==> config.mk <==
export PLATFORM = sky130hd
export DESIGN_NAME = tccw_cursor
export DESIGN_NICKNAME = d
export VERILOG_FILES = /design/src/sv/tccw_pkg.sv /design/src/sv/tccw_cursor.sv
export SDC_FILE = /design/constraint.sdc
export NUM_CORES = 1
export LEC_CHECK = 0
export BUFFER_PORTS_ARGS = -buffer_cell sky130_fd_sc_hd__buf_2
export CAP_MARGIN = 20
export CORE_MARGIN = 10
export CORE_UTILIZATION = 50
export CTS_CLUSTER_SIZE = 20
export DETAILED_ROUTE_END_ITERATION = 12
export GPL_ROUTABILITY_DRIVEN = 0
export HOLD_SLACK_MARGIN = 0.02
export PLACE_DENSITY_LB_ADDON = 0.3
export SYNTH_ARGS = -nofsm -noshare
export SYNTH_HDL_FRONTEND = slang
export SYNTH_SLANG_ARGS = --single-unit
==> constraint.sdc <==
create_clock -name clk -period 3.1 [get_ports clk]
set_clock_uncertainty 0.1 [all_clocks]
set_input_delay 0.31 -clock clk [delete_from_list [all_inputs] [get_ports clk]]
set_output_delay 0.31 -clock clk [all_outputs]
set_load 0.005 [all_outputs]
==> src/sv/tccw_pkg.sv <==
// ----------------------------------------------------------------------------
// tccw_pkg
// Shared types and constants of the text console character writer.
// ----------------------------------------------------------------------------
package tccw_pkg;

  localparam logic [7:0] NEWLINE_CODE = 8'h0a;
  localparam logic [7:0] SPACE_CODE   = 8'h20;
  localparam logic [7:0] RESET_ATTR   = 8'h07;

  localparam logic CMD_PUT  = 1'b0;
  localparam logic CMD_READ = 1'b1;

  // byte address of the attribute register
  localparam logic [1:0] ADDR_DEFAULT_ATTR = 2'd0;

  typedef struct packed {
    logic put;
    logic newline;
  } cursor_ctl_t;

endpackage

==> src/sv/tccw_cursor.sv <==
// ----------------------------------------------------------------------------
// tccw_cursor
// Cursor row and column, linear cell position and the scroll condition.
// ----------------------------------------------------------------------------
module tccw_cursor #(
  parameter int COLUMNS = 80,
  parameter int ROWS    = 25
) (
  input  logic                             clk,
  input  logic                             rst,
  input  tccw_pkg::cursor_ctl_t            ctl,
  output logic [$clog2(COLUMNS*ROWS)-1:0]  pos,
  output logic                             wrap
);

  localparam int AW = $clog2(COLUMNS * ROWS);
  localparam int CW = $clog2(COLUMNS);
  localparam int RW = $clog2(ROWS);
  localparam logic [AW-1:0] COLS_A   = AW'(COLUMNS);
  localparam logic [CW-1:0] COL_LAST = CW'(COLUMNS - 1);
  localparam logic [RW-1:0] ROW_LAST = RW'(ROWS - 1);

  logic [RW-1:0] row;
  logic [CW-1:0] col;
  logic [RW-1:0] row_next;
  logic [CW-1:0] col_next;
  logic          line_end;
  logic          row_last;

  assign line_end = ctl.newline || (col == COL_LAST);
  assign row_last = (row == ROW_LAST);
  assign wrap     = line_end && row_last;
  assign pos      = AW'(row) * COLS_A + AW'(col);

  always_comb begin
    row_next = row;
    col_next = col;
    if (ctl.put) begin
      if (line_end) begin
        col_next = '0;
        if (!row_last) begin
          row_next = row + RW'(1);
        end
      end else begin
        col_next = col + CW'(1);
      end
    end
  end

  always_ff @(posedge clk) begin
    if (rst) begin
      row <= '0;
      col <= '0;
    end else begin
      row <= row_next;
      col <= col_next;
    end
  end

endmodule

After elaboration in Yosys (flattened, before gate mapping)
Index checks and enable logic that the tools add are counted.
{ "totals": {"out_inout_bits": 12, "regBits": 12, "word_cells": 13, "inputBits": 4} }
{ "op_classes": {"addsub": 3, "eq_ne": 2, "multipliers": 1, "muxes": 1, "n_reduce_logical": 3, "bitwise_logic": 1} }
{ "ops": {"columns": ["operator", "count"], "rows": [
  ["$add A11 B7 Y11", 1],
  ["$add A7 B1 Y7 const B", 1],
  ["$eq A7 B7 Y1 const B", 1],
  ["$mul A5 B3 Y7 const B", 1],
  ["$mux W7", 1],
  ["$add A5 B1 Y5 const B", 1],
  ["$eq A5 B5 Y1 const B", 1],
  ["$reduce_and A3 Y1", 1],
  ["$logic_and A1 B1 Y1", 1],
  ["$logic_or A1 B1 Y1", 1],
  ["$not A1 Y1", 1]
]} }

Logic depth before layout (Yosys ltp)
Gate-level depths: netlist of run 1.
{ "logic_depth": {"word_depth": 3, "mapped_depth": 7, "ltp_nobuf": 7} }

Worst setup path after synthesis of run 1
Ideal clock, no wire load.
{ "synth_timing": {"path_kind": "register to output", "from": "register row[1]", "to": "output port pos[10]", "setup_slack_ns": 0.754, "n_path_buf": 0, "required_time_ns": 2.690, "stages_incl_launch_ff": 8, "arrival_time_ns": 1.936, "cell_sequence": "dfxtp_1 -> ha_1 -> ha_1 -> fa_1 -> xor2_1 -> nand4_1 -> xnor2_1 -> xnor2_1"} }
{ "synth_via": {"elab_chain_cells": 2} }
{ "synth_rtl": {"columns": ["element", "line_no", "text"], "rows": [
  ["from (decl)", "tccw_cursor.sv:23", "logic [RW-1:0] row;"],
  ["from (signal assigned)", "tccw_cursor.sv:55", "row <= row_next;"],
  ["$mul A5 B3 Y7", "tccw_cursor.sv:33", "assign pos = AW'(row) * COLS_A + AW'(col);"],
  ["$add A11 B7 Y11", "tccw_cursor.sv:33", null],
  ["to (decl)", "tccw_cursor.sv:12", "output logic [$clog2(COLUMNS*ROWS)-1:0] pos,"]
]} }
No other way between the ends.

Worst setup path after layout of run 1
Ends and elaborated chain as after synthesis.

==> results.txt, run 1 <==
Gates resized during post-CTS repair numbered 0. In this run the mean area of a mapped cell was 9.13 um2. The core region is 1710 um2. The run gives 25 as the unique cell type count in the Yosys netlist. The part of the cycle the worst path needs came out at 91.7%.

Summed over all layers, the global routing overflow is 0. In the final routed layout, each cell accounts on average for 11.7 um. Layout overhead on the synthesized area: 11.4%. By startpoint and endpoint, the worst setup path is classified as reg -> out. The antenna violation net count after detailed routing came out at 0.

Setup slack on the critical path of the routed design comes to 0.257 ns. The Yosys step of the flow raised 0 warnings. The initial antenna violation count was 0; the post-cts hold buffer count was 0. The die covers 3860 um2.

Summing the sequential cell areas from Yosys gives 27.1% of the chip area. Cells fill 57.8% of the core in the end. In this run the post-CTS setup repair buffer count came out at 0. After filler insertion, the fill cell instance count of the layout stands at 167. The number of nets handed over by synthesis was 115. The fraction of layout cells with a size suffix above 1 is 18.2%. Once layout is done, the placed cells without fillers occupy 987 um2.

Derived from the worst setup path, the maximum achievable clock frequency is 352 MHz. Dividing total power by cell area gives a power density of 325 nW/um2. Detailed routing placed a total of 58 um of wire on met3. For the initial core utilization, the log shows 51.9%. The commonest non-fill, non-tap cell in the layout was sky130_fd_sc_hd__buf_2. The total vias in the final route came out at 685. The number of clock buffers inserted by TritonCTS was 3; the clock transition at the registers of the reported paths was 0.08 ns.

For the worst setup path, the data required time is 2.69 ns. The run gives 0.540 ns as the post-placement setup slack. The count of state elements after synthesis is 12, and the number of slew-limit violations in the final report is 0. Setup repair after global routing left no endpoint under its margin.

The tool flagged a number of max-cap violations equal to 0. The worst-margin pin slew was 0.266 ns; the via count of the first global-routing pass was 649. The number of failing setup endpoints in the final timing report is 0, and the number of instances in the synthesized netlist is 97. The cell area after placement was 951 um2; the worst-skew pair later-pin latency was 0.27 ns.

The multi-input combinational cells in the finished layout cover a total of 597 um2. 16 I/O pins were placed. The horizontal die dimension is 62.1 um, and the number of H-tree branching levels is 1. Final-stage net count: 129.

The run gives 0 as the number of hold violations in the final report. TritonCTS built the clock tree. The number of clock sinks is 12. The run gives 0 ns as the total negative slack for setup checks. The clock passes through at most 2 buffers. The maximum number of pins on one net before global-route repair is 9, and the violation count after the first detailed-routing iteration is 3.

After detailed routing, the number of remaining DRC violations is 0. Startpoint type of the worst setup path: a flip-flop. Global routing used 9.13% of the available tracks. The first detailed-routing pass ran for 2 iterations. The tools report the worst slew slack as a fraction of its limit as 82.3%. The routed wire length on met2 was 813 um; the overall die height was 62.1 um. The first global-routing pass estimated 2700 um of wire. The type of the tightest min-delay check was in -> reg. The clock period could shrink to 2.84 ns.

The run finished with clean final reports. The logs give 0.266 mV for the maximum vdd ir drop and 701 um for the routed metal-1 wire length. Detailed placement finished with a half-perimeter wire length of 1300 um.

The worst setup path is captured at an output port. The largest fanout on the critical path was 7; the number of inserted diodes was 0. Signal arrival time at the worst endpoint: 2.43 ns.

The root buffer cell chosen for the clock tree is sky130_fd_sc_hd__clkbuf_4. The tools report the total wire length after detailed routing as 1570 um. Summed over all cells, the static leakage comes to 0.000546 uW. The cell area that synthesis handed to floorplanning was 886 um2. Signal routing reaches up to met3. In the layout the commonest cells are sky130_fd_sc_hd__buf_2 (15), sky130_fd_sc_hd__nor2_1 (13), sky130_fd_sc_hd__ha_1 (12), sky130_fd_sc_hd__dfxtp_1 (12), sky130_fd_sc_hd__xnor2_1 (7). The cell row count was 15; the via density per instance was 5.07. The storage element area was 240 um2; the port buffer count was 15.
-- metal layers --
layer / vias up / track usage, %
met5: - / 0
met1: 318 / 10.3
met4: 0 / 0.955
met2: 8 / 16.2
met3: 0 / 3.66
li1: 359 / -
-- flip-flops by register name (all words and copies together) (netlist names) --
register  count
row           5
col           7
-- critical path, stage by stage, from the launching register on --
cell                      delay [ns]
sky130_fd_sc_hd__dfxtp_1        0.48
sky130_fd_sc_hd__ha_1           0.28
sky130_fd_sc_hd__ha_1           0.22
sky130_fd_sc_hd__fa_1           0.38
sky130_fd_sc_hd__xor2_1         0.21
sky130_fd_sc_hd__nand4_1        0.14
sky130_fd_sc_hd__xnor2_1        0.19
sky130_fd_sc_hd__xnor2_1        0.13
sky130_fd_sc_hd__buf_2          0.13
-- layout make-up --
type	instances	share of cell area [%]
multi-input cells	77	60.5
flip-flops and latches	12	24.3
well taps	25	3.17
clock buffers	4	3.68
repair buffers	15	7.60
inverters	2	0.760
-- power breakdown --
group	internal (uW)	switching [uW]
Clock	71.4	54.7
Combinational	15.4	17.0
Sequential	157	5.12
-- path summary, 6_finish.rpt --
check                           slack [ns]  depth (start not counted)                 from             endpoint
worst max register to register        1.40                          5  col[0]$_SDFFE_PP0P_  row[0]$_SDFFE_PP0P_
worst max-delay path                  0.26                          8  row[1]$_SDFFE_PP0P_              pos[10]
worst min-delay path                  0.19                          2                  rst  row[2]$_SDFFE_PP0P_
worst min register to register        0.45                          2  row[4]$_SDFFE_PP0P_  row[4]$_SDFFE_PP0P_
-- cell usage after synthesis --
master,number,area [um2]
sky130_fd_sc_hd__fa_1,2,40.0
sky130_fd_sc_hd__xor2_1,6,52.6
sky130_fd_sc_hd__nand3_1,2,10.0
sky130_fd_sc_hd__mux2i_1,2,20.0
sky130_fd_sc_hd__ha_1,12,150
sky130_fd_sc_hd__and4bb_1,1,12.5
sky130_fd_sc_hd__buf_4,5,37.5
sky130_fd_sc_hd__dfxtp_1,12,240
sky130_fd_sc_hd__inv_1,2,7.51
sky130_fd_sc_hd__a22oi_4,1,21.3
sky130_fd_sc_hd__and3_1,1,6.26
sky130_fd_sc_hd__a31oi_1,1,6.26
sky130_fd_sc_hd__nor2b_1,1,6.26
sky130_fd_sc_hd__nand4_1,3,18.8
sky130_fd_sc_hd__xnor2_1,7,61.3
sky130_fd_sc_hd__nand2_1,6,22.5
sky130_fd_sc_hd__nand4b_1,1,8.76
sky130_fd_sc_hd__o21ai_0,3,15.0
sky130_fd_sc_hd__or3_1,3,18.8
sky130_fd_sc_hd__nor2_1,13,48.8
sky130_fd_sc_hd__nand2b_1,3,18.8
sky130_fd_sc_hd__mux2_1,1,11.3
sky130_fd_sc_hd__buf_1,1,3.75
sky130_fd_sc_hd__a21oi_1,5,25.0
sky130_fd_sc_hd__a21o_1,3,22.5
-- kinds of logic after synthesis --
logic type | Yosys count | synth area share, %
and+or+nand+nor | 34 | 19.4
AOI/OAI and AO/OA | 13 | 10.2
DFF | 12 | 27.1
buffers and inverters | 8 | 5.51
xor gates and xnor gates | 13 | 12.9
adders and majority gates | 14 | 21.5
muxes | 3 | 3.53
-- per-stage QoR --
step	power, uW	instances	hold slack, ns
after floorplan	191	97	0.399
after global placement	199	131	0.421
after detailed placement	199	131	0.442
after CTS	327	135	0.186
after global routing	341	135	0.200
final	321	135	0.190
No activity file was read; power rests on OpenSTA's default activity.
==> run 2: changes to the inputs <==
--- a/config.mk
+++ b/config.mk
@@ -5,7 +5,7 @@
 export SDC_FILE = /design/constraint.sdc
 export NUM_CORES = 1
 export LEC_CHECK = 0
-export BUFFER_PORTS_ARGS = -buffer_cell sky130_fd_sc_hd__buf_2
+export BUFFER_PORTS_ARGS = -buffer_cell sky130_fd_sc_hd__buf_4
 export CAP_MARGIN = 20
 export CORE_MARGIN = 10
 export CORE_UTILIZATION = 50
==> run 2 against run 1 <==
First-iteration DRC count unchanged. Largest cell class unchanged. Global-route usage up 0.87 points. Utilization up 2.2 points. Register-to-register slack about the same. Largest power group unchanged. Routed wire length up 4.3%. Worst setup slack worse by 0.0030 ns. Clock-buffer cell count unchanged. Fmax down 0.11%.
==> results.txt, run 2 (synthesized netlist as in run 1, its figures left out) <==
The flow ran to the end, and the final reports show no timing, DRC or antenna violations. Measured against its own limit, the worst slew margin works out to 82.4%. In this run, CTS created clock tree buffers numbering 3. In the layout the commonest cells are sky130_fd_sc_hd__buf_4 (15), sky130_fd_sc_hd__nor2_1 (13), sky130_fd_sc_hd__ha_1 (12), sky130_fd_sc_hd__dfxtp_1 (12), sky130_fd_sc_hd__xnor2_1 (7). For the count of fill cells added during filler insertion, the log shows 158. The number of hold violations in the final report is 0. In the routed design, unresolved DRC markers number 0.

Dividing the detail-routed wire length by the instance count gives 12.2 um. The tools report the reg-to-reg critical path endpoint as row[0]$_SDFFE_PP0P_. 0 antenna diodes ended up in the layout. The part of the total power dissipated in combinational logic came out at 11.3%.

Setup repair after global routing left no endpoint under its margin. The largest register by flop count was col. The tools report the via count of the first global-routing pass as 692.

The number of cells on the worst reg-to-reg path is 5. For flop-to-flop paths, the worst setup slack is 1.40 ns. Static timing analysis puts the maximum clock frequency at 351 MHz. STA classifies the critical path endpoint as an output port. In this run the core area contains 15 standard-cell rows. Global-route wire length before repair: 2900 um.

The part of the cycle the worst path needs is 91.8%. The post-cts hold buffer count was 0. For this run the aggregate overflow at the end of global routing stands at 0. In this run the remaining antenna-violating nets after routing total 0. The tools report the non-filler instance count after layout as 135. Clock-pin slew was measured on the worst setup and hold paths at 0.08 ns. The startpoint type of the worst setup path was a flip-flop. The type of the tightest min-delay check is in -> reg. Along the worst path, the maximum fanout reaches 7. For this block, the via count after detailed routing is 676. Of the cells placed in the final design, the portion with a size suffix greater than 1 is 18.2%.

Setup violations remaining at the end of the flow were counted as 0. The tools report the buffer count from post-CTS setup fixing as 0. For the maximum number of pins on one net before global-route repair, the log shows 9. The critical path is of the reg -> out type. Summed over all cells, the static leakage comes to 0.000548 uW. For the area used by multi-input combinational logic, the log shows 597 um2. The logs give 38.4% for the clock power share and 240 um2 for the storage element area.

The port buffer count was 15; the total wire length after detailed routing was 1640 um. The number of cells upsized or downsized after cts came out at 0. The final-stage net count came out at 129. The power density over the cells came out at 315 nW/um2.

Once placement completed, the tool counted placed cells totaling 131. The horizontal die dimension works out to 62.1 um. The largest registers in the layout are col (7), row (5).

The tree is rooted in a sky130_fd_sc_hd__clkbuf_4. The die is 62.1 um tall. The run gives 75.2 uW as the net switching power figure.

The post-DP HPWL was 1370 um. In this run the critical register-to-register path is launched from col[0]$_SDFFE_PP0P_. In this run, flip-flops and latches consume 50.3% of the power. Once the floorplan was initialized, standard cells occupied 51.9% of the core. For the number of slew-limit violations in the final report, the log shows 0. The worst path needs 2.85 ns of the cycle, external delays included.

The path with the worst hold slack has its endpoint at row[3]$_SDFFE_PP0P_. TritonCTS built the clock tree. The first routing iteration left 3 violations. The number of H-tree branching levels is 1. Commonest non-fill, non-tap cell in the layout: sky130_fd_sc_hd__buf_4.

The number of clock sinks is 12. Cell internal power was estimated by the tool at 248 uW. The worst path meets setup with 0.254 ns of slack. For the worst setup path, the data arrival time is 2.44 ns. The post-placement setup slack was 0.524 ns. Counting instances, the worst hold path has a depth of 2.

Initial antenna violation count: 0. VDD sags by at most 0.221 mV. The total negative slack for setup checks came out at 0 ns.

Final hold analysis gives a worst-case slack of 0.145 ns. Relative to the synthesized area, the layout overhead comes to 15.7%. At the pin with the least slew margin, the transition time is 0.265 ns. Launch instance of the worst min-delay path: rst.

STA puts the critical path data required time at 2.69 ns. The clock reaches the later pin of the worst-skew pair after 0.27 ns. Max-cap violations in this run came to 0. Area of the core region: 1710 um2. The tools report the area of the die as 3860 um2. In the routed layout, each cell is associated on average with a via count of 5.01.

The register with the most flip-flops in the layout has 7 of them. Counting along the longest clock path gives a buffer depth of 2. The switching part of the total works out to 23.3%. Before antenna repair, the detailed router went through 2 iterations. For the overall global routing resource usage, the log shows 10.0%. In this run the count of I/O pins placed on the die edge is 16.
run 2: metrics by stage:
step	total power [uW]	area, um2	util, %
detailed placement	204	988	57.9
finish	323	1020	60.0
global route	342	1020	60.0
floorplan	191	886	-
global placement	203	988	57.9
CTS	327	1020	60.0
run 2: worst max-delay path, stage by stage, from the launching register on:
cell	delay (ns)
sky130_fd_sc_hd__dfxtp_1	0.47
sky130_fd_sc_hd__ha_1	0.28
sky130_fd_sc_hd__ha_1	0.23
sky130_fd_sc_hd__fa_1	0.38
sky130_fd_sc_hd__xor2_1	0.21
sky130_fd_sc_hd__nand4_1	0.14
sky130_fd_sc_hd__xnor2_1	0.20
sky130_fd_sc_hd__xnor2_1	0.14
sky130_fd_sc_hd__buf_4	0.13
run 2: area by class of cell:
cell class | count | share of cell area (%)
sequential | 12 | 23.4
multi-input combinational | 77 | 58.2
clock buffer | 4 | 3.54
tap | 25 | 3.05
inverter | 2 | 0.733
timing repair buffer | 15 | 11.0
run 2: worst max path at each step:
stage,startpoint,end,slack (ns),cells after the start
global placement,row[1]$_SDFFE_PP0P_,pos[10],0.58,8
global route,row[1]$_SDFFE_PP0P_,pos[10],0.05,8
finish,row[1]$_SDFFE_PP0P_,pos[10],0.25,8
detailed placement,row[1]$_SDFFE_PP0P_,pos[10],0.52,8
floorplan,row[1]$_SDFFE_PP0P_,pos[10],0.75,7
CTS,row[1]$_SDFFE_PP0P_,pos[10],0.22,8
run 2: power groups by stage:
stage                     sequential (uW)  combinational [uW]  clock (uW)
after floorplan                       165                25.5           0
after global placement                166                36.5           0
after detailed placement              166                37.4           0
after CTS                             163                37.6         127
after global routing                  163                41.3         137
final                                 163                36.7         124
run 2: per-layer routing:
layer / share of wire [%] / track usage [%] / vias up
met5: 0 / 0 / -
met4: 0.73 / 3.82 / 0
met3: 2.6 / 3.46 / 2
met2: 53 / 17.4 / 5
met1: 44 / 10.9 / 312
li1: - / - / 357
